**src/rtl/core/i2cm_pkg.sv**
```systemverilog
package i2cm_pkg;

  localparam logic [2:0] CMD_NONE  = 3'd0;
  localparam logic [2:0] CMD_START = 3'd1;
  localparam logic [2:0] CMD_STOP  = 3'd2;
  localparam logic [2:0] CMD_WRITE = 3'd3;
  localparam logic [2:0] CMD_READ  = 3'd4;

  localparam logic [1:0] ST_OK      = 2'd0;
  localparam logic [1:0] ST_NACK    = 2'd1;
  localparam logic [1:0] ST_BUS     = 2'd2;
  localparam logic [1:0] ST_TIMEOUT = 2'd3;

  localparam logic [0:0] REG_HALF_PERIOD    = 1'b0;
  localparam logic [0:0] REG_STRETCH_LIMIT  = 1'b1;

  localparam logic [15:0] HALF_PERIOD_RESET   = 16'd5;
  localparam logic [15:0] STRETCH_LIMIT_RESET = 16'd1000;

  localparam int BITS_PER_BYTE = 8;

  typedef struct packed {
    logic [2:0] cmd;
    logic [7:0] tx_byte;
    logic       send_ack;
    logic       scl_in;
    logic       sda_in;
  } in_item_t;

  typedef struct packed {
    logic       scl_low;
    logic       sda_low;
    logic       busy_res;
    logic       done_res;
    logic [1:0] status;
    logic [7:0] rx_byte;
  } out_item_t;

  typedef struct packed {
    logic       we;
    logic [0:0] index;
    logic [15:0] data;
  } cfg_write_t;

endpackage

```
**src/rtl/core/i2c_master_bit_engine_core.sv**
```systemverilog
// A tick beat's result passes through the input register, then the sequencer
// update into the result register. Throughput: one tick beat per cycle unless
// out_ready stalls the output; the sequencer state updates once per beat.
// Reset (synchronous, active high) idles the sequencer, releases both lines,
// clears status and received byte, and restores the default timing registers.
module i2c_master_bit_engine_core (
  input  logic                clk,
  input  logic                rst,
  input  logic                in_valid,
  output logic                in_ready,
  input  i2cm_pkg::in_item_t  in_data,
  output logic                out_valid,
  input  logic                out_ready,
  output i2cm_pkg::out_item_t out_data,
  input  logic                cfg_we,
  input  logic [0:0]          cfg_index,
  input  logic [15:0]         cfg_data
);

  logic                 advance;
  logic                 hold_valid;
  i2cm_pkg::in_item_t   hold_data;
  i2cm_pkg::out_item_t  result;
  i2cm_pkg::cfg_write_t cfg;

  assign advance = !out_valid || out_ready;

  assign cfg.we    = cfg_we;
  assign cfg.index = cfg_index;
  assign cfg.data  = cfg_data;

  i2cm_in_reg u_in_reg (
    .clk       (clk),
    .rst       (rst),
    .in_valid  (in_valid),
    .in_ready  (in_ready),
    .in_data   (in_data),
    .advance   (advance),
    .hold_valid(hold_valid),
    .hold_data (hold_data)
  );

  i2cm_seq u_seq (
    .clk   (clk),
    .rst   (rst),
    .step  (hold_valid && advance),
    .item  (hold_data),
    .cfg   (cfg),
    .result(result)
  );

  always_ff @(posedge clk) begin
    if (rst) begin
      out_valid <= 1'b0;
    end else if (advance) begin
      out_valid <= hold_valid;
    end
  end

  always_ff @(posedge clk) begin
    if (advance && hold_valid) begin
      out_data <= result;
    end
  end

endmodule

```
**src/rtl/core/i2cm_in_reg.sv**
```systemverilog
module i2cm_in_reg (
  input  logic               clk,
  input  logic               rst,
  input  logic               in_valid,
  output logic               in_ready,
  input  i2cm_pkg::in_item_t in_data,
  input  logic               advance,
  output logic               hold_valid,
  output i2cm_pkg::in_item_t hold_data
);

  assign in_ready = !hold_valid || advance;

  always_ff @(posedge clk) begin
    if (rst) begin
      hold_valid <= 1'b0;
    end else if (in_ready) begin
      hold_valid <= in_valid;
    end
  end

  always_ff @(posedge clk) begin
    if (in_ready && in_valid) begin
      hold_data <= in_data;
    end
  end

endmodule

```
**src/rtl/core/i2cm_seq.sv**
```systemverilog
module i2cm_seq (
  input  logic                 clk,
  input  logic                 rst,
  input  logic                 step,
  input  i2cm_pkg::in_item_t   item,
  input  i2cm_pkg::cfg_write_t cfg,
  output i2cm_pkg::out_item_t  result
);

  localparam logic [4:0] PH_IDLE     = 5'd0;
  localparam logic [4:0] PH_WAIT_SCL = 5'd1;
  localparam logic [4:0] PH_HIGH_DLY = 5'd2;
  localparam logic [4:0] PH_ST_D1    = 5'd3;
  localparam logic [4:0] PH_ST_D2    = 5'd4;
  localparam logic [4:0] PH_SP_D1    = 5'd5;
  localparam logic [4:0] PH_SP_D2    = 5'd6;
  localparam logic [4:0] PH_WR_D1    = 5'd7;
  localparam logic [4:0] PH_WR_D2    = 5'd8;
  localparam logic [4:0] PH_WR_AD1   = 5'd9;
  localparam logic [4:0] PH_WR_AD2   = 5'd10;
  localparam logic [4:0] PH_RD_D     = 5'd11;
  localparam logic [4:0] PH_RD_AD1   = 5'd12;
  localparam logic [4:0] PH_RD_AD2   = 5'd13;

  localparam logic [3:0] BYTE_BITS = 4'(i2cm_pkg::BITS_PER_BYTE);

  logic [15:0] half_period_ticks;
  logic [15:0] stretch_timeout_ticks;

  logic [4:0]  phase, phase_next;
  logic [2:0]  active_command, active_command_next;
  logic [15:0] half_period_timer, half_period_timer_next;
  logic [15:0] stretch_counter, stretch_counter_next;
  logic [3:0]  bit_counter, bit_counter_next;
  logic [7:0]  shift_byte, shift_byte_next;
  logic        ack_flag, ack_flag_next;
  logic        scl_drive, scl_drive_next;
  logic        sda_drive, sda_drive_next;
  logic [1:0]  last_status, last_status_next;
  logic [7:0]  rx_hold, rx_hold_next;
  logic        done_next;
  logic [15:0] delay_load;
  logic        timer_end;

  assign delay_load = (half_period_ticks == 16'd0) ? 16'd1 : half_period_ticks;
  assign timer_end  = (half_period_timer <= 16'd1);

  always_ff @(posedge clk) begin
    if (rst) begin
      half_period_ticks     <= i2cm_pkg::HALF_PERIOD_RESET;
      stretch_timeout_ticks <= i2cm_pkg::STRETCH_LIMIT_RESET;
    end else if (cfg.we) begin
      unique case (cfg.index)
        i2cm_pkg::REG_HALF_PERIOD:   half_period_ticks     <= cfg.data;
        i2cm_pkg::REG_STRETCH_LIMIT: stretch_timeout_ticks <= cfg.data;
        default: ;
      endcase
    end
  end

  always_comb begin
    phase_next             = phase;
    active_command_next    = active_command;
    half_period_timer_next = half_period_timer;
    stretch_counter_next   = stretch_counter;
    bit_counter_next       = bit_counter;
    shift_byte_next        = shift_byte;
    ack_flag_next          = ack_flag;
    scl_drive_next         = scl_drive;
    sda_drive_next         = sda_drive;
    last_status_next       = last_status;
    rx_hold_next           = rx_hold;
    done_next              = 1'b0;

    unique case (phase)
      PH_IDLE: begin
        if (item.cmd == i2cm_pkg::CMD_START) begin
          active_command_next  = item.cmd;
          sda_drive_next       = 1'b0;
          scl_drive_next       = 1'b0;
          stretch_counter_next = 16'd0;
          phase_next           = PH_WAIT_SCL;
        end else if (item.cmd == i2cm_pkg::CMD_STOP) begin
          active_command_next    = item.cmd;
          sda_drive_next         = 1'b1;
          half_period_timer_next = delay_load;
          phase_next             = PH_SP_D1;
        end else if (item.cmd == i2cm_pkg::CMD_WRITE) begin
          active_command_next    = item.cmd;
          shift_byte_next        = item.tx_byte;
          bit_counter_next       = 4'd0;
          sda_drive_next         = !item.tx_byte[7];
          half_period_timer_next = delay_load;
          phase_next             = PH_WR_D1;
        end else if (item.cmd == i2cm_pkg::CMD_READ) begin
          active_command_next  = item.cmd;
          sda_drive_next       = 1'b0;
          shift_byte_next      = 8'd0;
          bit_counter_next     = 4'd0;
          ack_flag_next        = item.send_ack;
          scl_drive_next       = 1'b0;
          stretch_counter_next = 16'd0;
          phase_next           = PH_WAIT_SCL;
        end
      end
      PH_WAIT_SCL: begin
        if (item.scl_in) begin
          half_period_timer_next = delay_load;
          phase_next             = PH_HIGH_DLY;
        end else if (stretch_counter >= stretch_timeout_ticks) begin
          if (active_command == i2cm_pkg::CMD_READ && bit_counter >= BYTE_BITS) begin
            sda_drive_next = 1'b0;
          end
          last_status_next    = i2cm_pkg::ST_TIMEOUT;
          phase_next          = PH_IDLE;
          active_command_next = i2cm_pkg::CMD_NONE;
          done_next           = 1'b1;
        end else begin
          stretch_counter_next = stretch_counter + 16'd1;
        end
      end
      PH_HIGH_DLY: begin
        if (!timer_end) begin
          half_period_timer_next = half_period_timer - 16'd1;
        end else if (active_command == i2cm_pkg::CMD_START && item.sda_in) begin
          sda_drive_next         = 1'b1;
          half_period_timer_next = delay_load;
          phase_next             = PH_ST_D1;
        end else if (active_command == i2cm_pkg::CMD_STOP) begin
          sda_drive_next         = 1'b0;
          half_period_timer_next = delay_load;
          phase_next             = PH_SP_D2;
        end else if (active_command == i2cm_pkg::CMD_WRITE) begin
          scl_drive_next         = 1'b1;
          half_period_timer_next = delay_load;
          if (bit_counter < BYTE_BITS) begin
            shift_byte_next  = {shift_byte[6:0], 1'b0};
            bit_counter_next = bit_counter + 4'd1;
            phase_next       = PH_WR_D2;
          end else begin
            ack_flag_next = item.sda_in;
            phase_next    = PH_WR_AD2;
          end
        end else if (active_command == i2cm_pkg::CMD_READ) begin
          scl_drive_next         = 1'b1;
          half_period_timer_next = delay_load;
          if (bit_counter < BYTE_BITS) begin
            shift_byte_next  = {shift_byte[6:0], item.sda_in};
            bit_counter_next = bit_counter + 4'd1;
            phase_next       = PH_RD_D;
          end else begin
            sda_drive_next = 1'b0;
            phase_next     = PH_RD_AD2;
          end
        end else begin
          // Start that finds SDA held low, or no command at all.
          last_status_next    = i2cm_pkg::ST_BUS;
          phase_next          = PH_IDLE;
          active_command_next = i2cm_pkg::CMD_NONE;
          done_next           = 1'b1;
        end
      end
      PH_ST_D1, PH_ST_D2, PH_SP_D1, PH_SP_D2, PH_WR_D1, PH_WR_D2,
      PH_WR_AD1, PH_WR_AD2, PH_RD_D, PH_RD_AD1, PH_RD_AD2: begin
        if (!timer_end) begin
          half_period_timer_next = half_period_timer - 16'd1;
        end else if (phase == PH_ST_D1) begin
          scl_drive_next         = 1'b1;
          half_period_timer_next = delay_load;
          phase_next             = PH_ST_D2;
        end else if (phase == PH_SP_D1 || phase == PH_WR_D1 || phase == PH_WR_AD1 ||
                     phase == PH_RD_AD1 || (phase == PH_RD_D && bit_counter < BYTE_BITS)) begin
          scl_drive_next       = 1'b0;
          stretch_counter_next = 16'd0;
          phase_next           = PH_WAIT_SCL;
        end else if (phase == PH_WR_D2) begin
          half_period_timer_next = delay_load;
          if (bit_counter < BYTE_BITS) begin
            sda_drive_next = !shift_byte[7];
            phase_next     = PH_WR_D1;
          end else begin
            sda_drive_next = 1'b0;
            phase_next     = PH_WR_AD1;
          end
        end else if (phase == PH_RD_D) begin
          sda_drive_next         = ack_flag;
          half_period_timer_next = delay_load;
          phase_next             = PH_RD_AD1;
        end else begin
          if (phase == PH_ST_D2) begin
            last_status_next = i2cm_pkg::ST_OK;
          end else if (phase == PH_SP_D2) begin
            last_status_next = item.sda_in ? i2cm_pkg::ST_OK : i2cm_pkg::ST_BUS;
          end else if (phase == PH_WR_AD2) begin
            last_status_next = ack_flag ? i2cm_pkg::ST_NACK : i2cm_pkg::ST_OK;
          end else begin
            rx_hold_next     = shift_byte;
            last_status_next = i2cm_pkg::ST_OK;
          end
          phase_next          = PH_IDLE;
          active_command_next = i2cm_pkg::CMD_NONE;
          done_next           = 1'b1;
        end
      end
      default: begin
        last_status_next    = i2cm_pkg::ST_BUS;
        phase_next          = PH_IDLE;
        active_command_next = i2cm_pkg::CMD_NONE;
        done_next           = 1'b1;
      end
    endcase
  end

  always_ff @(posedge clk) begin
    if (rst) begin
      phase             <= PH_IDLE;
      active_command    <= i2cm_pkg::CMD_NONE;
      half_period_timer <= 16'd0;
      stretch_counter   <= 16'd0;
      bit_counter       <= 4'd0;
      shift_byte        <= 8'd0;
      ack_flag          <= 1'b0;
      scl_drive         <= 1'b0;
      sda_drive         <= 1'b0;
      last_status       <= i2cm_pkg::ST_OK;
      rx_hold           <= 8'd0;
    end else if (step) begin
      phase             <= phase_next;
      active_command    <= active_command_next;
      half_period_timer <= half_period_timer_next;
      stretch_counter   <= stretch_counter_next;
      bit_counter       <= bit_counter_next;
      shift_byte        <= shift_byte_next;
      ack_flag          <= ack_flag_next;
      scl_drive         <= scl_drive_next;
      sda_drive         <= sda_drive_next;
      last_status       <= last_status_next;
      rx_hold           <= rx_hold_next;
    end
  end

  always_comb begin
    result.scl_low  = scl_drive_next;
    result.sda_low  = sda_drive_next;
    result.busy_res = (phase_next != PH_IDLE);
    result.done_res = done_next;
    result.status   = last_status_next;
    result.rx_byte  = rx_hold_next;
  end

endmodule

```
**config.mk**
```make
export PLATFORM = sky130hd
export DESIGN_NAME = i2c_master_bit_engine_core
export DESIGN_NICKNAME = d
export VERILOG_FILES = /design/src/rtl/core/i2cm_pkg.sv /design/src/rtl/core/i2c_master_bit_engine_core.sv /design/src/rtl/core/i2cm_in_reg.sv /design/src/rtl/core/i2cm_seq.sv
export SDC_FILE = /design/constraint.sdc
export NUM_CORES = 1
export LEC_CHECK = 0
export CAP_MARGIN = 25
export CORE_MARGIN = 2
export CORE_UTILIZATION = 36
export DETAILED_ROUTE_END_ITERATION = 12
export DONT_BUFFER_PORTS = 1
export GPL_TIMING_DRIVEN = 0
export SKIP_LAST_GASP = 1
export SYNTH_ARGS = -nofsm -noshare
export SYNTH_HDL_FRONTEND = slang
export SYNTH_HIERARCHICAL = 1
export SYNTH_SLANG_ARGS = --single-unit
```
**constraint.sdc**
```tcl
create_clock -name clk -period 3.45 [get_ports clk]
set_clock_uncertainty 0.2 [all_clocks]
set_input_delay 0.345 -clock clk [delete_from_list [all_inputs] [get_ports clk]]
set_output_delay 0.345 -clock clk [all_outputs]
set_load 0.02 [all_outputs]
```
==> results of run 1 <==
[critical path, cell delays in order, from the launching register on]
cell	delay, ns
sky130_fd_sc_hd__dfxtp_1	0.36
sky130_fd_sc_hd__or4_1	0.64
sky130_fd_sc_hd__or4_1	0.50
sky130_fd_sc_hd__buf_4	0.21
sky130_fd_sc_hd__nor4b_4	0.33
sky130_fd_sc_hd__o21ai_2	0.15
sky130_fd_sc_hd__buf_6	0.18
sky130_fd_sc_hd__clkbuf_2	0.20
sky130_fd_sc_hd__o31ai_1	0.35
sky130_fd_sc_hd__a21oi_2	0.08
[area by class of cell]
type / count / share of cell area, %
Inverter: 31 / 1.43
Timing Repair Buffer: 33 / 4.07
Multi-Input combinational cell: 617 / 46.0
Sequential cell: 127 / 34.8
Clock inverter: 15 / 1.71
Buffer: 59 / 3.17
Clock buffer: 17 / 5.24
Tap cell: 234 / 3.60
[routing by layer]
layer  GRT usage (%)  wire, um
met1            28.7      9570
met2            31.9      9330
met3            3.90      1260
met4            6.15       289
met5               0         0
[cell families (layout without fill, tap and decap cells)]
kind of cell	after synthesis	after routing	synth area share, %
AOI/OAI and AO/OA	233	233	21.8
xor gates and xnor gates	1	1	0.127
adders and majority gates	21	21	3.82
buffers and inverters	90	155	5.38
DFF	127	127	41.0
muxes	13	13	2.07
and+or+nand+nor	349	349	25.8
[registers in the layout, indices dropped and copies added (netlist names)]
signal / cells
u_seq/ack_flag: 1
u_in_reg/hold_valid: 1
out_valid: 1
u_seq/bit_counter: 4
u_seq/rx_hold: 8
u_seq/phase: 5
u_seq/stretch_counter: 16
u_seq/stretch_timeout_ticks: 16
out_data: 14
u_seq/active_command: 3
u_seq/sda_drive: 1
u_seq/shift_byte: 8
u_seq/half_period_ticks: 16
u_seq/last_status: 2
u_seq/scl_drive: 1
u_in_reg/hold_data: 14
u_seq/half_period_timer: 16
[synth_stat cells, drive strengths merged (6+ instances only)]
| cell type | instances |
|---|---|
| nand2 | 125 |
| dfxtp | 99 |
| a21oi | 95 |
| nor2 | 52 |
| clkbuf | 47 |
| o21ai | 38 |
| nand3 | 34 |
| inv | 30 |
| edfxtp | 28 |
| ha | 21 |
| or4 | 21 |
| nor3 | 20 |
| nand4 | 15 |
| o31ai | 15 |
| nor4 | 13 |
| and2 | 12 |
| buf | 12 |
| nand2b | 11 |
| mux2 | 10 |
| o211ai | 10 |
| a311oi | 9 |
| nor2b | 9 |
| or3 | 9 |
| a211oi | 8 |
| a21o | 6 |
| and3 | 6 |
| or2 | 6 |
[power by group]
group / switching, mW / internal [mW]
clock: 0.769 / 0.954
combinational: 0.355 / 0.179
sequential: 0.0537 / 1.58
[how the worst min path moves through the flow]
stage | start | to | slack [ns] | cells past startpoint
floorplan | rst | out_valid | 0.21 | 1
global placement | rst | out_valid | 0.21 | 1
detailed placement | rst | u_in_reg/hold_valid | 0.21 | 1
CTS | cfg_we | u_seq/stretch_timeout_ticks[10] | 0.04 | 3
global route | in_valid | u_in_reg/hold_data[8] | 0.08 | 1
finish | cfg_we | u_seq/stretch_timeout_ticks[10] | 0.05 | 3
[per-stage QoR]
step           hold slack [ns]  std cells  utilization, %
2_1_floorplan            0.207        834               -
3_3_place_gp             0.209       1068            38.4
3_5_place_dp             0.209       1068            38.4
4_1_cts                 0.0383       1133            43.2
5_1_grt                 0.0763       1133            43.4
6_report                0.0519       1133            43.4
[timing repair]
| item | in CTS | in global routing |
|---|---|---|
| gates resized for setup | 0 | 16 |
| hold endpoints to repair | 48 | 0 |
| buffers inserted | 0 | 0 |
| setup endpoints to repair | 0 | 53 |
| hold buffers | 33 | 0 |
==> metrics.txt, run 1 <==
Row Count=50; TritonCTS clock tree=yes; total of flip-flops plus latches after synthesis=127; DR vias/cell=5.72; Worst VDD drop=0.000333 V; crit path from=u_seq/half_period_timer[3]; Leak=2.83 nW; source-to-sink clock delay at the later pin of the worst-skew pair=0.43 ns; Final Power=3.89 mW; Final setup violation count=0; effective utilization at floorplan=36.8%; path depth of the worst reg2reg path=9; clock period minus worst slack=3.33 ns; post-route fraction of the period consumed by the critical path=96.7%; post-synthesis cell area=0.00689 mm^2; via count of the first global-routing pass=5972; filler cell count=1868; CTS buffer count=17; upper clock frequency limit=0.300 GHz; mean routed wirelength per cell=18.0 um; number of hold violations in the final report=0; power density relative to cell area=479 mW/mm^2; share of synthesized registers carrying an async set or reset=0%; post-detailed-placement cell area=0.00718 mm^2; total number of vias=6480; area added between synthesis and finish=18.0%; most used cells in the layout excluding fill and tap cells=sky130_fd_sc_hd__nand2_1 (125), sky130_fd_sc_hd__dfxtp_1 (99), sky130_fd_sc_hd__a21oi_1 (91); syn_area_per_cell=8.26 um^2; number of pins with negative max-slew slack in the final report=0; drt initial violations=600; share of final-layout standard cells stronger than drive strength 1=9.79%; number of remaining DRC errors=0; classification of the worst setup path=register to register; critical path capture point type=register; global-route wire length before repair=32300 um; vertical extent of the die=142 um; most frequent standard cell in the layout excluding fill and tap cells=sky130_fd_sc_hd__nand2_1; H-tree Lvls=4; sequential area share after synthesis=41.0%; main flop type after synthesis=sky130_fd_sc_hd__dfxtp_1; number of distinct library cells after synthesis=73; finished layout cell area=0.00812 mm^2; worst endpoint data arrival time=3.44 ns; number of detailed-routing iterations run before antenna repair=6; Global Route Usage Sum=20.4%; Max Fanout on Critical Path=10; number of instances in the synthesized netlist=834; io pins=52; ant diodes=0; library cell used as clock root buffer=sky130_fd_sc_hd__clkbuf_16; Total Negative Setup Slacks=0 ns; number of synthesis warnings=6; type of the tightest min-delay check=input pin to register; Placer Congestion=0.949; max cap viols=0; Core Footprint=0.0187 mm^2; required time of the critical path=3.55 ns; startpoint class of the critical path=register; aggregate routed wire length=20400 um; storage element area=0.00282 mm^2; worst reg2reg path endpoint=u_seq/stretch_counter[14]; initial antenna violation count=0; transition time of the tightest slew-check pin=0.801 ns; worst setup path endpoint=u_seq/stretch_counter[14]; horizontal die dimension=142 um; register-to-register setup slack=0.12 ns; result of the run=finished clean; library cell occupying the most area in the post-synthesis netlist=sky130_fd_sc_hd__dfxtp_1; Clock Sinks=127; number of nets with antenna violations after routing=0; final setup margin=0.115 ns; floorplan die area=0.0202 mm^2; number of flops mapped to enable cells by yosys=28; Area contributors post-synth=sky130_fd_sc_hd__dfxtp_1 (29%), sky130_fd_sc_hd__edfxtp_1 (12%), sky130_fd_sc_hd__nand2_1 (6.8%); post-DP HPWL=14700 um; layout net count=943; top-area cell type share of the netlist area=28.8%; Multi-input gate area=0.00374 mm^2; clock edge transition at the registers on the reported setup and hold paths=0.07 ns; pin count of the biggest net entering global routing=19; unrepaired setup endpoints after global routing=yes; PortBufs=0; setup slack at placement=0.0663 ns; slew margin rel.=46.1%; Crit Reg-Reg Startpoint=u_seq/half_period_timer[3]; overall overflow remaining after global route=0; post-synthesis net count=891; buffers from clock root to sink, at most=2
(Power assumes the default switching activity.)
==> inputs of run 2 (changes only) <==
PLACE_DENSITY = 0.5   (was not set)
==> metrics.txt, run 2 (synthesis results as in run 1) <==
Row Count=50 (unchanged); CTS buffer count=17 (unchanged); power density relative to cell area=484 mW/mm^2 (was 479 mW/mm^2); path depth of the worst reg2reg path=7 (was 9); result of the run=finished clean (unchanged); source-to-sink clock delay at the later pin of the worst-skew pair=0.42 ns (was 0.43 ns); post-route fraction of the period consumed by the critical path=97.3% (was 96.7%); overall overflow remaining after global route=0 (unchanged); pin count of the biggest net entering global routing=19 (unchanged); crit path max-delay cell type=sky130_fd_sc_hd__nor4_1 (was sky130_fd_sc_hd__or4_1); startpoint class of the critical path=register (unchanged); non-filler instance count after layout=1134 (was 1133); delay of the slowest cell on the worst path=0.67 ns (was 0.64 ns); Clock Sinks=127 (unchanged); count of cells along the worst hold path=4 (was 3); unrepaired setup endpoints after global routing=yes (unchanged); number of nets with antenna violations after routing=0 (unchanged); Placer Congestion=0.942 (was 0.949); number of cells after detailed placement=1068 (unchanged); buffers plus inverters on the worst setup path=2 (was 3); number of hold violations in the final report=0 (unchanged); Worst VDD drop=0.000308 V (was 0.000333 V); via count of the first global-routing pass=6270 (was 5972); max cap viols=0 (unchanged); type of the tightest min-delay check=input pin to register (unchanged); Total Negative Setup Slacks=0 ns (unchanged); number of detailed-routing iterations run before antenna repair=5 (was 6); ant diodes=0 (unchanged); worst reg2reg path endpoint=out_data[11] (was u_seq/stretch_counter[14]); worst-case hold slack=0.0826 ns (was 0.0519 ns); mean routed wirelength per cell=19.3 um (was 18.0 um); share of final-layout standard cells stronger than drive strength 1=10.3% (was 9.79%); cells along the critical path=or4_1, buf_2, nor4_1, a21oi_2, clkbuf_1, a211oi_1, nand3_1 (was or4_1, or4_1, buf_4, nor4b_4, o21ai_2, buf_6, clkbuf_2, o31ai_1, a21oi_2); floorplan die area=0.0202 mm^2 (unchanged); critical path capture point type=register (unchanged); upper clock frequency limit=0.298 GHz (was 0.300 GHz); DR vias/cell=5.85 (was 5.72); start point of the worst min-delay path=cfg_index (was cfg_we); io pins=52 (unchanged); Leak=2.86 nW (was 2.83 nW); worst endpoint data arrival time=3.32 ns (was 3.44 ns); relative contribution of sequential cells to total power=41.4% (was 42.0%); slew margin rel.=17.0% (was 46.1%); horizontal die dimension=142 um (unchanged); Core Footprint=0.0187 mm^2 (unchanged); buffers from clock root to sink, at most=2 (unchanged); Final setup violation count=0 (unchanged); Comb pwr share=13.7% (about the same); global-route wire length before repair=34500 um (was 32300 um); Net Switching=1.13 mW (was 1.18 mW); clock period minus worst slack=3.36 ns (was 3.33 ns); post-DP HPWL=15900 um (was 14700 um); transition time of the tightest slew-check pin=1.23 ns (was 0.801 ns); Internal Power=2.83 mW (was 2.71 mW); filler cell count=1858 (was 1868); register-to-register setup slack=0.09 ns (was 0.12 ns); total number of vias=6631 (was 6480); Global Route Usage Sum=21.9% (was 20.4%); drt initial violations=622 (was 600); cell family with most CP delay=simple AND/OR/NAND/NOR gates (unchanged); number of pins with negative max-slew slack in the final report=0 (unchanged); classification of the worst setup path=register to register (unchanged); initial antenna violation count=0 (unchanged); required time of the critical path=3.41 ns (was 3.55 ns); layout net count=944 (was 943); effective utilization at floorplan=36.8% (unchanged); PortBufs=0 (unchanged); Max Fanout on Critical Path=10 (unchanged); Hold EP=u_seq/half_period_ticks[1] (was u_seq/stretch_timeout_ticks[10]); most frequent standard cell in the layout excluding fill and tap cells=sky130_fd_sc_hd__nand2_1 (unchanged); TritonCTS clock tree=yes (unchanged); share of total power consumed by net switching=28.5% (was 30.3%); library cell used as clock root buffer=sky130_fd_sc_hd__clkbuf_16 (unchanged); H-tree Lvls=4 (unchanged); Final Util=43.7% (was 43.4%); Crit Reg-Reg Startpoint=u_seq/half_period_timer[8] (was u_seq/half_period_timer[3]); aggregate routed wire length=21900 um (was 20400 um); area added between synthesis and finish=18.6% (was 18.0%); vertical extent of the die=142 um (unchanged); number of remaining DRC errors=0 (unchanged); most used cells in the layout excluding fill and tap cells=sky130_fd_sc_hd__nand2_1 (125), sky130_fd_sc_hd__dfxtp_1 (99), sky130_fd_sc_hd__a21oi_1 (91) (unchanged); clock edge transition at the registers on the reported setup and hold paths=0.06 ns (was 0.07 ns); fraction of power consumed by the clock network=44.9% (was 44.3%)
run 2: how the worst max path moves through the flow:
stage	start	to	cells past startpoint
6_report	u_seq/half_period_timer[8]	out_data[11]	7
3_5_place_dp	u_seq/phase[1]	u_seq/half_period_timer[2]	8
3_3_place_gp	u_seq/phase[1]	u_seq/half_period_timer[2]	8
5_1_grt	u_seq/half_period_timer[8]	out_data[11]	7
2_1_floorplan	u_seq/half_period_timer[8]	u_seq/stretch_counter[14]	9
4_1_cts	u_seq/half_period_timer[2]	u_seq/rx_hold[4]	8
run 2: what timing repair did:
action                     4_1_cts  5_1_grt
pin swaps                        0        1
setup endpoints to repair        7       40
hold endpoints to repair        48        0
hold buffers                    33        0
resized for setup                3       22
buffers inserted                 0        1
run 2: layout make-up:
type                            count  area (um^2)  area share [%]
Buffer                             59          263            3.22
Clock buffer                       19          464            5.68
Clock inverter                     13          123            1.50
Inverter                           31          116            1.43
Multi-Input combinational cell    617         3750            45.9
Sequential cell                   127         2820            34.6
Tap cell                          234          293            3.59
Timing Repair Buffer               34          338            4.14
run 2: per-stage QoR:
| stage | setup slack, ns | cell area [um^2] | total power, mW |
|---|---|---|---|
| final | 0.0918 | 8170 | 3.95 |
| after CTS | 0.0241 | 8110 | 3.98 |
| after detailed placement | -0.180 | 7180 | 2.15 |
| after global routing | -0.00408 | 8170 | 4.12 |
| after floorplan | 0.421 | 6890 | 1.99 |
| after global placement | -0.130 | 7180 | 2.15 |
run 2: per-layer routing:
layer / vias to the layer above / global-route usage (%) / wire length (um)
li1: 3173 / - / -
met1: 3184 / 28.4 / 9760
met2: 235 / 36.8 / 10500
met3: 39 / 3.80 / 1120
met4: 0 / 8.08 / 592
met5: - / 0 / 0
run 2: worst min-delay path, stage by stage:
cell and delay (ns):
sky130_fd_sc_hd__nor2b_1 0.02, sky130_fd_sc_hd__clkbuf_1 0.14, sky130_fd_sc_hd__nand2_1 0.09, sky130_fd_sc_hd__a21oi_1 0.05
run 2: power by group through the flow:
| stage | Clock [mW] | Sequential, mW | Combinational (mW) |
|---|---|---|---|
| 3_3_place_gp | 0 | 1.67 | 0.485 |
| 6_report | 1.77 | 1.64 | 0.542 |
| 5_1_grt | 1.88 | 1.64 | 0.591 |
| 3_5_place_dp | 0 | 1.67 | 0.486 |
| 4_1_cts | 1.82 | 1.64 | 0.528 |
| 2_1_floorplan | 0 | 1.65 | 0.342 |
